`config.mk`:
```
export PLATFORM = sky130hd
export DESIGN_NAME = ham6_ham8_pixel_decoder
export DESIGN_NICKNAME = d
export VERILOG_FILES = /design/src/sv/ham_pkg.sv /design/src/sv/ham_decode.sv /design/src/sv/ham6_ham8_pixel_decoder.sv
export SDC_FILE = /design/constraint.sdc
export NUM_CORES = 2
export LEC_CHECK = 0
export ABC_AREA = 1
export BUFFER_PORTS_ARGS = -buffer_cell sky130_fd_sc_hd__buf_2
export CAP_MARGIN = 30
export CORE_MARGIN = 2
export CORE_UTILIZATION = 30
export CTS_BUF_LIST = sky130_fd_sc_hd__clkbuf_16
export DETAILED_ROUTE_END_ITERATION = 6
export PLACE_DENSITY = 0.52
export SLEW_MARGIN = 20
export SYNTH_ARGS = -nofsm -noshare
export SYNTH_HDL_FRONTEND = slang
export SYNTH_SLANG_ARGS = --single-unit
```
`constraint.sdc`:
```
create_clock -name i_clk -period 9.8 [get_ports i_clk]
set_input_delay 0.49 -clock i_clk [delete_from_list [all_inputs] [get_ports i_clk]]
set_output_delay 0.49 -clock i_clk [all_outputs]
set_load 0.1 [all_outputs]
```
`src/sv/ham_pkg.sv`:
```
// Shared types, constants and helper functions for the HAM6/HAM8 pixel decoder.
package ham_pkg;

    localparam int PAL_DEPTH = 64;
    localparam int PAL_AW    = $clog2(PAL_DEPTH);
    localparam int MAX_LINE  = 4096;
    localparam int SIZE_W    = 13;
    localparam int CNT_W     = 12;
    localparam int ADDR_W    = 24;
    localparam int RGB_W     = 24;
    localparam int CH_W      = 8;
    localparam int CODE_W    = 8;
    localparam int PCNT_W    = 7;
    localparam int CFG_IDX_W = 3;
    localparam int CFG_DAT_W = 13;

    // Configuration register indexes
    localparam logic [CFG_IDX_W-1:0] CFG_HAM8_MODE      = 3'd0;
    localparam logic [CFG_IDX_W-1:0] CFG_PALETTE_COUNT  = 3'd1;
    localparam logic [CFG_IDX_W-1:0] CFG_LINE_WIDTH     = 3'd2;
    localparam logic [CFG_IDX_W-1:0] CFG_FRAME_HEIGHT   = 3'd3;
    localparam logic [CFG_IDX_W-1:0] CFG_VISIBLE_WIDTH  = 3'd4;
    localparam logic [CFG_IDX_W-1:0] CFG_VISIBLE_HEIGHT = 3'd5;

    // Pixel control codes
    localparam logic [1:0] CTRL_PALETTE = 2'd0;
    localparam logic [1:0] CTRL_BLUE    = 2'd1;
    localparam logic [1:0] CTRL_RED     = 2'd2;
    localparam logic [1:0] CTRL_GREEN   = 2'd3;

    localparam logic CMD_PIXEL     = 1'b0;
    localparam logic CMD_PAL_WRITE = 1'b1;

    typedef struct packed {
        logic              command;
        logic [CODE_W-1:0] pixel_code;
        logic [5:0]        palette_index;
        logic [RGB_W-1:0]  palette_rgb;
    } t_in_item;

    typedef struct packed {
        logic [CH_W-1:0]   red;
        logic [CH_W-1:0]   green;
        logic [CH_W-1:0]   blue;
        logic              write_enable;
        logic [ADDR_W-1:0] pixel_addr;
    } t_out_item;

    // Decoded pixel handed from the input stage to the hold stage
    typedef struct packed {
        logic             valid;
        logic [1:0]       ctrl;
        logic [CH_W-1:0]  wide;
        logic             pal_hit;
        logic [RGB_W-1:0] pal_rgb;
    } t_dec;

    function automatic logic [SIZE_W-1:0] clamp_size(input logic [SIZE_W-1:0] v);
        logic [SIZE_W-1:0] r;
        if (v == '0) begin
            r = SIZE_W'(1);
        end else if (v > SIZE_W'(MAX_LINE)) begin
            r = SIZE_W'(MAX_LINE);
        end else begin
            r = v;
        end
        return r;
    endfunction

    function automatic logic [CH_W-1:0] widen(input logic [5:0] d, input logic is8);
        logic [CH_W-1:0] r;
        if (is8) begin
            r = {d, d[5:4]};
        end else begin
            r = {d[3:0], d[3:0]};
        end
        return r;
    endfunction

endpackage

```
`src/sv/ham_decode.sv`:
```
// Input stage: palette memory, code split into control and data, palette lookup.
module ham_decode (
    input  logic                          i_clk,
    input  logic                          i_rst_n,
    input  logic                          i_accept,
    input  ham_pkg::t_in_item             i_in_data,
    input  logic                          i_take,
    input  logic                          i_ham8_mode,
    input  logic [ham_pkg::PCNT_W-1:0]    i_palette_count,
    output ham_pkg::t_dec                 o_dec
);

    logic [ham_pkg::RGB_W-1:0] r_pal_mem [ham_pkg::PAL_DEPTH];
    logic [ham_pkg::RGB_W-1:0] r_pal_q;
    logic                      r_valid;
    logic [1:0]                r_ctrl;
    logic [ham_pkg::CH_W-1:0]  r_wide;
    logic                      r_pal_hit;

    logic [5:0]                  n_d;
    logic [1:0]                  n_ctrl;
    logic [ham_pkg::PCNT_W-1:0]  n_count;
    logic                        n_hit;

    always_comb begin
        if (i_ham8_mode) begin
            n_d    = i_in_data.pixel_code[5:0];
            n_ctrl = i_in_data.pixel_code[7:6];
        end else begin
            n_d    = {2'b00, i_in_data.pixel_code[3:0]};
            n_ctrl = i_in_data.pixel_code[5:4];
        end
        // saturate the entry count to the palette depth
        if (i_palette_count > ham_pkg::PCNT_W'(ham_pkg::PAL_DEPTH)) begin
            n_count = ham_pkg::PCNT_W'(ham_pkg::PAL_DEPTH);
        end else begin
            n_count = i_palette_count;
        end
        n_hit = {1'b0, n_d} < n_count;
    end

    always_ff @(posedge i_clk) begin
        if (i_accept && i_in_data.command == ham_pkg::CMD_PAL_WRITE) begin
            r_pal_mem[i_in_data.palette_index[ham_pkg::PAL_AW-1:0]] <= i_in_data.palette_rgb;
        end
        if (i_accept) begin
            r_pal_q <= r_pal_mem[n_d[ham_pkg::PAL_AW-1:0]];
        end
    end

    always_ff @(posedge i_clk) begin
        if (!i_rst_n) begin
            r_valid <= 1'b0;
        end else if (i_accept) begin
            r_valid <= (i_in_data.command == ham_pkg::CMD_PIXEL);
        end else if (i_take) begin
            r_valid <= 1'b0;
        end
    end

    always_ff @(posedge i_clk) begin
        if (i_accept) begin
            r_ctrl    <= n_ctrl;
            r_wide    <= ham_pkg::widen(n_d, i_ham8_mode);
            r_pal_hit <= n_hit;
        end
    end

    assign o_dec.valid   = r_valid;
    assign o_dec.ctrl    = r_ctrl;
    assign o_dec.wide    = r_wide;
    assign o_dec.pal_hit = r_pal_hit;
    assign o_dec.pal_rgb = r_pal_q;

endmodule

```
`src/sv/ham6_ham8_pixel_decoder.sv`:
```
// A pixel goes through the decode registers, then the output register.
// Throughput: one transaction per cycle unless the output stalls; the palette
// read and output registers form two stages, palette writes give no result.
// Reset (synchronous, active low) clears held color, column and row counters,
// pipeline valids and loads the register defaults; palette contents stay
// undefined until written.
module ham6_ham8_pixel_decoder (
    input  logic                            i_clk,
    input  logic                            i_rst_n,
    input  logic                            i_cfg_we,
    input  logic [ham_pkg::CFG_IDX_W-1:0]   i_cfg_index,
    input  logic [ham_pkg::CFG_DAT_W-1:0]   i_cfg_data,
    input  logic                            i_in_valid,
    output logic                            o_in_stall,
    input  ham_pkg::t_in_item               i_in_data,
    output logic                            o_out_valid,
    input  logic                            i_out_stall,
    output ham_pkg::t_out_item              o_out_data
);

    logic                          r_ham8_mode;
    logic [ham_pkg::PCNT_W-1:0]    r_palette_count;
    logic [ham_pkg::SIZE_W-1:0]    r_line_width;
    logic [ham_pkg::SIZE_W-1:0]    r_frame_height;
    logic [ham_pkg::SIZE_W-1:0]    r_visible_width;
    logic [ham_pkg::SIZE_W-1:0]    r_visible_height;

    logic [ham_pkg::CH_W-1:0]      r_hold_red;
    logic [ham_pkg::CH_W-1:0]      r_hold_green;
    logic [ham_pkg::CH_W-1:0]      r_hold_blue;
    logic [ham_pkg::CNT_W-1:0]     r_col;
    logic [ham_pkg::CNT_W-1:0]     r_row;

    logic                          r_out_valid;
    ham_pkg::t_out_item            r_out;

    ham_pkg::t_dec                 dec;
    logic                          out_free;
    logic                          take;
    logic                          accept;

    logic [ham_pkg::CH_W-1:0]      n_red;
    logic [ham_pkg::CH_W-1:0]      n_green;
    logic [ham_pkg::CH_W-1:0]      n_blue;
    logic [ham_pkg::SIZE_W-1:0]    n_w;
    logic [ham_pkg::SIZE_W-1:0]    n_h;
    logic [ham_pkg::SIZE_W-1:0]    n_col_inc;
    logic [ham_pkg::SIZE_W-1:0]    n_row_inc;
    logic                          n_wrap;
    logic [ham_pkg::ADDR_W:0]      n_prod;
    logic [ham_pkg::ADDR_W-1:0]    n_addr;
    logic                          n_we;

    assign out_free   = !r_out_valid || !i_out_stall;
    assign take       = dec.valid && out_free;
    assign o_in_stall = dec.valid && !out_free;
    assign accept     = i_in_valid && !o_in_stall;

    ham_decode u_decode (
        .i_clk           (i_clk),
        .i_rst_n         (i_rst_n),
        .i_accept        (accept),
        .i_in_data       (i_in_data),
        .i_take          (take),
        .i_ham8_mode     (r_ham8_mode),
        .i_palette_count (r_palette_count),
        .o_dec           (dec)
    );

    always_ff @(posedge i_clk) begin
        if (!i_rst_n) begin
            r_ham8_mode      <= 1'b0;
            r_palette_count  <= '0;
            r_line_width     <= ham_pkg::SIZE_W'(16);
            r_frame_height   <= ham_pkg::SIZE_W'(16);
            r_visible_width  <= ham_pkg::SIZE_W'(16);
            r_visible_height <= ham_pkg::SIZE_W'(16);
        end else if (i_cfg_we) begin
            case (i_cfg_index)
                ham_pkg::CFG_HAM8_MODE:      r_ham8_mode      <= i_cfg_data[0];
                ham_pkg::CFG_PALETTE_COUNT:  r_palette_count  <= i_cfg_data[ham_pkg::PCNT_W-1:0];
                ham_pkg::CFG_LINE_WIDTH:     r_line_width     <= i_cfg_data;
                ham_pkg::CFG_FRAME_HEIGHT:   r_frame_height   <= i_cfg_data;
                ham_pkg::CFG_VISIBLE_WIDTH:  r_visible_width  <= i_cfg_data;
                ham_pkg::CFG_VISIBLE_HEIGHT: r_visible_height <= i_cfg_data;
                default: ;
            endcase
        end
    end

    always_comb begin
        n_red   = r_hold_red;
        n_green = r_hold_green;
        n_blue  = r_hold_blue;
        case (dec.ctrl)
            ham_pkg::CTRL_PALETTE: begin
                if (dec.pal_hit) begin
                    n_red   = dec.pal_rgb[23:16];
                    n_green = dec.pal_rgb[15:8];
                    n_blue  = dec.pal_rgb[7:0];
                end else begin
                    n_red   = '0;
                    n_green = '0;
                    n_blue  = '0;
                end
            end
            ham_pkg::CTRL_BLUE:  n_blue  = dec.wide;
            ham_pkg::CTRL_RED:   n_red   = dec.wide;
            ham_pkg::CTRL_GREEN: n_green = dec.wide;
            default: ;
        endcase

        n_w       = ham_pkg::clamp_size(r_line_width);
        n_h       = ham_pkg::clamp_size(r_frame_height);
        n_col_inc = {1'b0, r_col} + ham_pkg::SIZE_W'(1);
        n_row_inc = {1'b0, r_row} + ham_pkg::SIZE_W'(1);
        n_wrap    = n_col_inc >= n_w;
        n_prod    = {{(ham_pkg::ADDR_W + 1 - ham_pkg::CNT_W){1'b0}}, r_row}
                  * {{(ham_pkg::ADDR_W + 1 - ham_pkg::SIZE_W){1'b0}}, n_w};
        n_addr    = n_prod[ham_pkg::ADDR_W-1:0]
                  + {{(ham_pkg::ADDR_W - ham_pkg::CNT_W){1'b0}}, r_col};
        n_we      = ({1'b0, r_col} < r_visible_width) && ({1'b0, r_row} < r_visible_height);
    end

    always_ff @(posedge i_clk) begin
        if (!i_rst_n) begin
            r_hold_red   <= '0;
            r_hold_green <= '0;
            r_hold_blue  <= '0;
            r_col        <= '0;
            r_row        <= '0;
            r_out_valid  <= 1'b0;
        end else begin
            if (take) begin
                // clear the held color at each row start
                if (n_wrap) begin
                    r_hold_red   <= '0;
                    r_hold_green <= '0;
                    r_hold_blue  <= '0;
                    r_col        <= '0;
                    if (n_row_inc >= n_h) begin
                        r_row <= '0;
                    end else begin
                        r_row <= n_row_inc[ham_pkg::CNT_W-1:0];
                    end
                end else begin
                    r_hold_red   <= n_red;
                    r_hold_green <= n_green;
                    r_hold_blue  <= n_blue;
                    r_col        <= n_col_inc[ham_pkg::CNT_W-1:0];
                end
            end
            if (take) begin
                r_out_valid <= 1'b1;
            end else if (!i_out_stall) begin
                r_out_valid <= 1'b0;
            end
        end
    end

    always_ff @(posedge i_clk) begin
        if (take) begin
            r_out.red          <= n_red;
            r_out.green        <= n_green;
            r_out.blue         <= n_blue;
            r_out.write_enable <= n_we;
            r_out.pixel_addr   <= n_addr;
        end
    end

    assign o_out_valid = r_out_valid;
    assign o_out_data  = r_out;

`ifndef SYNTHESIS
    a_wrap_clears_hold: assert property (@(posedge i_clk) disable iff (!i_rst_n)
        take && n_wrap |=> r_hold_red == '0 && r_hold_green == '0 && r_hold_blue == '0)
        else $error("held color not cleared at row wrap");

    a_take_fills_output: assert property (@(posedge i_clk) disable iff (!i_rst_n)
        take |=> r_out_valid)
        else $error("decoded pixel lost before output register");

    a_stall_only_when_full: assert property (@(posedge i_clk) disable iff (!i_rst_n)
        o_in_stall |-> r_out_valid && i_out_stall && dec.valid)
        else $error("input stalled while pipeline has room");

    a_col_in_line: assert property (@(posedge i_clk) disable iff (!i_rst_n)
        take |=> {1'b0, r_col} < $past(n_w) || r_col == '0)
        else $error("column counter beyond line width");
`endif

endmodule

```
[Word-level counts from Yosys, hierarchy flattened]
Memories as Yosys holds them, arrays and structs flattened. A register that Yosys moved wholly into a read port is not among the register bits.
Cells that the tools add are included.
Word-level totals
  bits in registers: 170
  memory bits (writable): 1536
  output and inout bits: 51
  memories: 1
Memories
  u_decode.r_pal_mem: depth 64, bits a word 24, read ports 1, clocked after memory_dff 1, write ports 1, line ham_decode.sv:13  | logic [ham_pkg::RGB_W-1:0] r_pal_mem [ham_pkg::PAL_DEPTH];
Cells by class
  add/sub/neg operators: 3
  multipliers: 1
  $lt $le $gt $ge: 8
  equality and inequality tests: 9
  multiplexer cells: 25
  bitwise gates (word level): 1
  reduce and logical (&&, ||, !) cells: 22
Operators by type and width (count)
  2-to-1 mux 8 bit: 7
  2-to-1 mux 13 bit: 4
  case mux 8 bit (2 select lines): 3
  adder 12 x 1 -> 13 bit, second input constant: 2
  greater-or-equal comparator 13 bit: 2
  > comparator 13 bit, second input constant: 2
  zero test 13 bit: 2
  less-than comparator 12 x 13 -> 1 bit: 2
  adder 24 x 12 -> 24 bit: 1
  multiplier 12 x 13 -> 24 bit: 1
  2-to-1 mux 12 bit: 2
  AND reduction 2 bit: 7
  > comparator 7 bit, second input constant: 1
  less-than comparator 6 x 7 -> 1 bit: 1
  2-to-1 mux 7 bit: 1
  equality test 3 x 2 -> 1 bit, second input constant: 2
  equality test 3 bit, second input constant: 2
  2-to-1 mux 1 bit: 6
  2-to-1 mux 6 bit: 1
  logical AND 1 bit: 5
  equality test 2 bit, second input constant: 2
  zero test 1 bit: 4
  equality test 3 x 1 -> 1 bit, second input constant: 1
  zero test 3 bit: 1
  other kinds (7): 7

[Depth between registers and ports, before layout]
  depth after elaboration: 9
  gate-level depth with buffers: 29
  gate-level depth less buffers: 29

[Cells and area by module]
Synthesis repeated with hierarchy kept, for this count alone.
Second synthesis, totals
  cell total of the unflattened synthesis: 6988
  area total of the unflattened synthesis: 76912.5 um^2
Modules (own cells, without submodules)
  ham_decode: times used 1, cells each 5292, area an instance 63569.7 um^2, seq. area each 47195.3 um^2
  ham6_ham8_pixel_decoder: times used 1, cells each 1696, area an instance 13342.8 um^2, seq. area each 3653.5 um^2

[Worst setup path after synthesis]
No wires, ideal clock.
  path kind: register -> register
  from: reg r_line_width[8] (netlist bit)
  to: reg r_out, in the netlist o_out_data[21], data pin
  setup time: 0.252 ns
  arrival time: 4.910 ns
  slack: 4.638 ns
  stages on the path, launching flop included: 26
  path buffers: 0
  clock period less this slack: 5.162 ns
  path through: dfxtp_1 > nor4_1 > nand2_1 > nand2_2 > nand2_1 > inv_1 > nand2_1 > fa_1 > fa_1 > fa_1 > inv_1 > fa_1 > inv_1 > fa_1 > inv_1 > ha_1 > a21oi_1 > inv_1 > nor2_1 > nand2_1 > nand2_1 > nand2_1 > nand2_1 > nand2_1 > nand2_1 > nand2_1
Between the ends
  cells in the longest elaborated chain, start to end: 5
  elaborated cells between the ends (all ways): 6
  those cells by class: add/sub: 1; mul: 1; order compare: 1; mux: 2; reduce/logical: 1
RTL lines
  start, declared: line ham6_ham8_pixel_decoder.sv:23  | logic [ham_pkg::SIZE_W-1:0] r_line_width;
  start signal, assigned: line ham6_ham8_pixel_decoder.sv:74  | r_line_width <= ham_pkg::SIZE_W'(16);
  start signal, assigned: line ham6_ham8_pixel_decoder.sv:82  | ham_pkg::CFG_LINE_WIDTH: r_line_width <= i_cfg_data;
  > comparator 13 bit: line ham_pkg.sv:62  | end else if (v > SIZE_W'(MAX_LINE)) begin
  2-to-1 mux 13 bit: line ham_pkg.sv:62
  2-to-1 mux 13 bit (*): line ham_pkg.sv:60  | if (v == '0) begin
  multiplier 12 x 13 -> 24 bit (*): line ham6_ham8_pixel_decoder.sv:119  | * {{(ham_pkg::ADDR_W + 1 - ham_pkg::SIZE_W){1'b0}}, n_w};
  adder 24 x 12 -> 24 bit (*): line ham6_ham8_pixel_decoder.sv:121  | + {{(ham_pkg::ADDR_W - ham_pkg::CNT_W){1'b0}}, r_col};
  named net n_addr, one bit: line ham6_ham8_pixel_decoder.sv:51  | logic [ham_pkg::ADDR_W-1:0] n_addr;
  end, declared: line ham6_ham8_pixel_decoder.sv:35  | ham_pkg::t_out_item r_out;
Mark *: on every way through the listed nets, which the timed path passes. The rest lies on a longest branch.
A chain may end at the register's enable or synchronous reset.

[Worst setup path after layout]
Same ends and word-level chain as after synthesis.

==> metrics.md <==
| Metric | Value |
|---|---|
| Sort of element at the start of the critical path | flop |
| Aggregate routed wire length | 232,000 um |
| Max Freq | 167 MHz |
| Drt drc | 0 |
| Final worst path period need | ~6000 ps |
| Max-slew violations | 0 |
| Mapped Area | ~77,000 sq um |
| Initial antenna violation count | 13 |
| Fraction of post-synthesis cell area in the top cell type by area | approximately 63% |
| Clock transition at path regs | 60 ps |
| Utilization after layout | about 34% |
| Largest incremental delay on the critical path | 610 ps |
| Critical path data arrival time | around 6500 ps |
| Number of distinct library cells after synthesis | 36 |
| Family with the most delay on the worst path | adder cells |
| Share of the yosys chip area belonging to registers | 66.3% |
| Status | completed |
| Post-synthesis area per instance | 10.9 sq um |
| Proportion of layout cells with a drive suffix above 1 | 7.99% |
| I/O pin total | between 100 and 150 |
| Area growth syn-to-layout | 13.2% |
| Worst setup slack before clock tree synthesis | 3830 ps |
| Slowest-stage cell, CP | fa_1 |
| Slew @ Worst Pin | 1250 ps |
| Maximum number of pins on one net before global-route repair | around 220 |
| Via count of the first global-routing pass | 50,409 |
| Type of element capturing the critical path | flop |
| GR Overflow Total | 0 |
| Total GRT Usage | 17.6% |
| Number of nets in the final layout | 7,378 |
| Worst setup skew after layout | roughly 78 ps |
| Worst hold path type | input port to flop |
| Initial Utilization | between 30% and 40% |
| Combined area of the multi-input logic cells | 22,700 sq um |
| Worst slew slack as a fraction of its limit | roughly 16% |
| RSZ-0062 raised after global routing | false |
| Drt first-iter violations | 5,101 |
| Post-synth EDFFs | 1,620 |
| Buffer cell driving the clock tree root | clkbuf_16 |
| Port-buffer cells | 110 |
| Post-layout instance area | a little under 90,000 sq um |
| Detail-routed via count per cell | 4.89 |
| Static leakage | 32.8 nW |
| Number of setup buffers added after CTS | 0 |
| Number of rows in the core area | 185 |
| Maxcap violations | 0 |
| H-tree Lvls | 4 |
| Worst Setup Path Type | flop to flop |
| Biggest area contributors in the synthesized netlist | edfxtp_1 (63%), nand2_1 (11%), nand3_1 (8.9%) |
| Proportion of synthesized area in mux cells | 0.222% |
| Remaining antenna violation count | 0 |
| CTS tree | yes |
| Post-synthesis share of cell area spent on and, or, nand and nor gates | 22.2% |
| Setup violation total in the final timing report | 0 |
| Power per Cell Area | 186 nW/um^2 |
| Bufs and invs on worst path | 4 |
| Max rail drop VDD | ~170 uV |
| Die width | around 500 um |
| Placeable core region | 254,000 sq um |
| Sinks on the clock net | about 1,700 |
| Post-synthesis compound-gate area fraction | 1.39% |
| Overall die height | 510 um |
| Via count of the routed design | between 50,000 and 60,000 |
| Placer congestion estimate | between 0.8 and 0.9 |
| Cell area reported after detailed placement | roughly 80,000 sq um |
| Total of flip-flops plus latches after synthesis | between 1,500 and 2,000 |
| Global-route wire length before repair | 339,000 um |
| Adder-cell share of the synthesized area | 5.21% |
| Synth Area in XOR/XNOR | 0.366% |
| Main synth FF type | edfxtp_1 |
| Critical Path Most Common Cell | nand2_1 |
| Fin Setup TNS | 0 ps |
| Warning count from the yosys run | 0 |
| Total count of hold-check failures in the final report | 0 |
| Least setup slack across all paths after layout | between 3000 and 4000 ps |
| Area taken by flip-flops and latches | 50,800 sq um |
| Inserted Clock Buffers | 178 |
| Area leader, netlist | edfxtp_1 |
| Cell-by-cell trace of the critical path | nor4_1, nand2_1, nand2_2, nand2_1, inv_1, nand2_1, fa_1, fa_1, fa_1, inv_1, fa_1, inv_1, fa_1, inv_1, ha_1, nand2_1, nor2_1, nand2_1, nand2_1, nand2_1, nand2_1, nand2_1, nand3_1, nand2_1 |
| Data required time at the worst endpoint | 10,350 ps |
| Full die area | 260,000 sq um |
| Asr flop ratio synth | 0% |
| Wire per inst | 22.0 um |
| Count of filler cells inserted in the layout | 25,362 |
| Critical Path Fanout Max | 10 |
| Number of detailed-routing iterations run before antenna repair | 6 |
| Dominant combinational cell family by area after synthesis | simple AND/OR/NAND/NOR gates |
| Library cell with the highest instance count after synthesis | nand2_1 |
| Placed wire-length estimate after detailed placement | 131,000 um |
| Mapped Nets | 7,322 |
| Clock insertion delay at the later pin of the skew report | 850 ps |
| Clock buffer depth | 3 |
| Synthesized netlist cell count | 7,015 |
| Most numerous cell types in the synthesized netlist | nand2_1 (2,328), edfxtp_1 (1,620), nand3_1 (1,361) |
| Final worst path period share | 61.1% |
[tightest hold or removal path: stages]
cell and delay [ps]:
buf_2 150, nor2_1 110, nor2_1 50
[stage by stage]
stage               hold WS, ps  std cells  total power, mW
floorplan                   435       7015             9.03
global placement            450      10250             9.51
detailed placement          456      10250             9.52
CTS                        17.8      10574             16.3
global route               29.5      10577             16.6
finish                     59.9      10579             16.1
[what timing repair did]
item | 4_1_cts | 5_1_grt
resized for setup | 0 | 0
hold endpoints to repair | 3 | 0
hold buffers | 5 | 0
[registers in the layout, indices dropped and copies added (netlist names), 13 cells and up]
signal	flops
r_visible_height	13
u_decode.r_pal_mem	1536
u_decode.r_pal_q	24
r_line_width	13
o_out_data	49
r_visible_width	13
r_frame_height	13
[routing by layer]
metal	global-route usage (%)	vias to the layer above	share of wire [%]
met4	5.42	0	2.9
met1	23.8	25671	44
met3	2.56	317	6.1
met5	0	-	0
li1	-	24086	-
met2	29.0	1690	47
[area by class of cell]
cell class,instances,share of cell area [%]
well taps,3366,4.85
clock buffers,180,5.19
clock inverters,139,1.54
inverters,359,1.60
multi-input cells,4544,26.1
diodes,3,0.00865
repair buffers,258,2.07
flip-flops and latches,1730,58.6
[logic make-up after synthesis]
logic type,count (synthesis)
XOR/XNOR,32
AO/OA/AOI/OAI,207
AND/OR/NAND/NOR,4041
flip-flops,1730
multiplexers,17
adder cells (fa/ha/maj),247
buffers and inverters,741
[report_power, final]
group | switching (mW) | internal (mW) | total, mW
Combinational | 0.896 | 0.277 | 1.17
Clock | 2.97 | 3.79 | 6.76
Sequential | 0.0460 | 8.14 | 8.19
Total | 3.91 | 12.2 | 16.1
[worst paths after layout]
| kind | startpoint | endpoint | slack [ps] | cells after the start |
|---|---|---|---|---|
| min reg2reg | r_visible_height[3]$_SDFFE_PN0P_ | r_visible_height[3]$_SDFFE_PN0P_ | 460 | 2 |
| max reg2reg | r_line_width[8]$_SDFFE_PN0P_ | o_out_data[21]$_DFFE_PP_ | 3810 | 24 |
| max | r_line_width[8]$_SDFFE_PN0P_ | o_out_data[21]$_DFFE_PP_ | 3810 | 24 |
| min | i_cfg_data[10] | r_frame_height[10]$_SDFFE_PN0P_ | 60 | 3 |
[layout by cell type (no fill, tap or decap), drive strengths merged]
| cell type | count |
|---|---|
| nor2 | 304 |
| o21bai | 1 |
| fa | 120 |
| mux2i | 17 |
| bufinv | 16 |
| diode | 3 |
| o211ai | 5 |
| clkinv | 76 |
| clkbuf | 181 |
| and2 | 1 |
| o22ai | 8 |
| nor4 | 5 |
| inv | 399 |
| dfxtp | 110 |
| clkinvlp | 7 |
| ha | 127 |
| a21boi | 1 |
| xor2 | 27 |
| nand2 | 2331 |
| nand3 | 1361 |
| nand4 | 27 |
| nor3b | 1 |
| xnor2 | 5 |
| buf | 252 |
| dlygate4sd3 | 5 |
| o21ai | 100 |
| a21oi | 90 |
| nand3b | 2 |
| a22oi | 1 |
| edfxtp | 1620 |
| nor3 | 9 |
| o21a | 1 |
No activity file was read; power rests on OpenSTA's default activity.
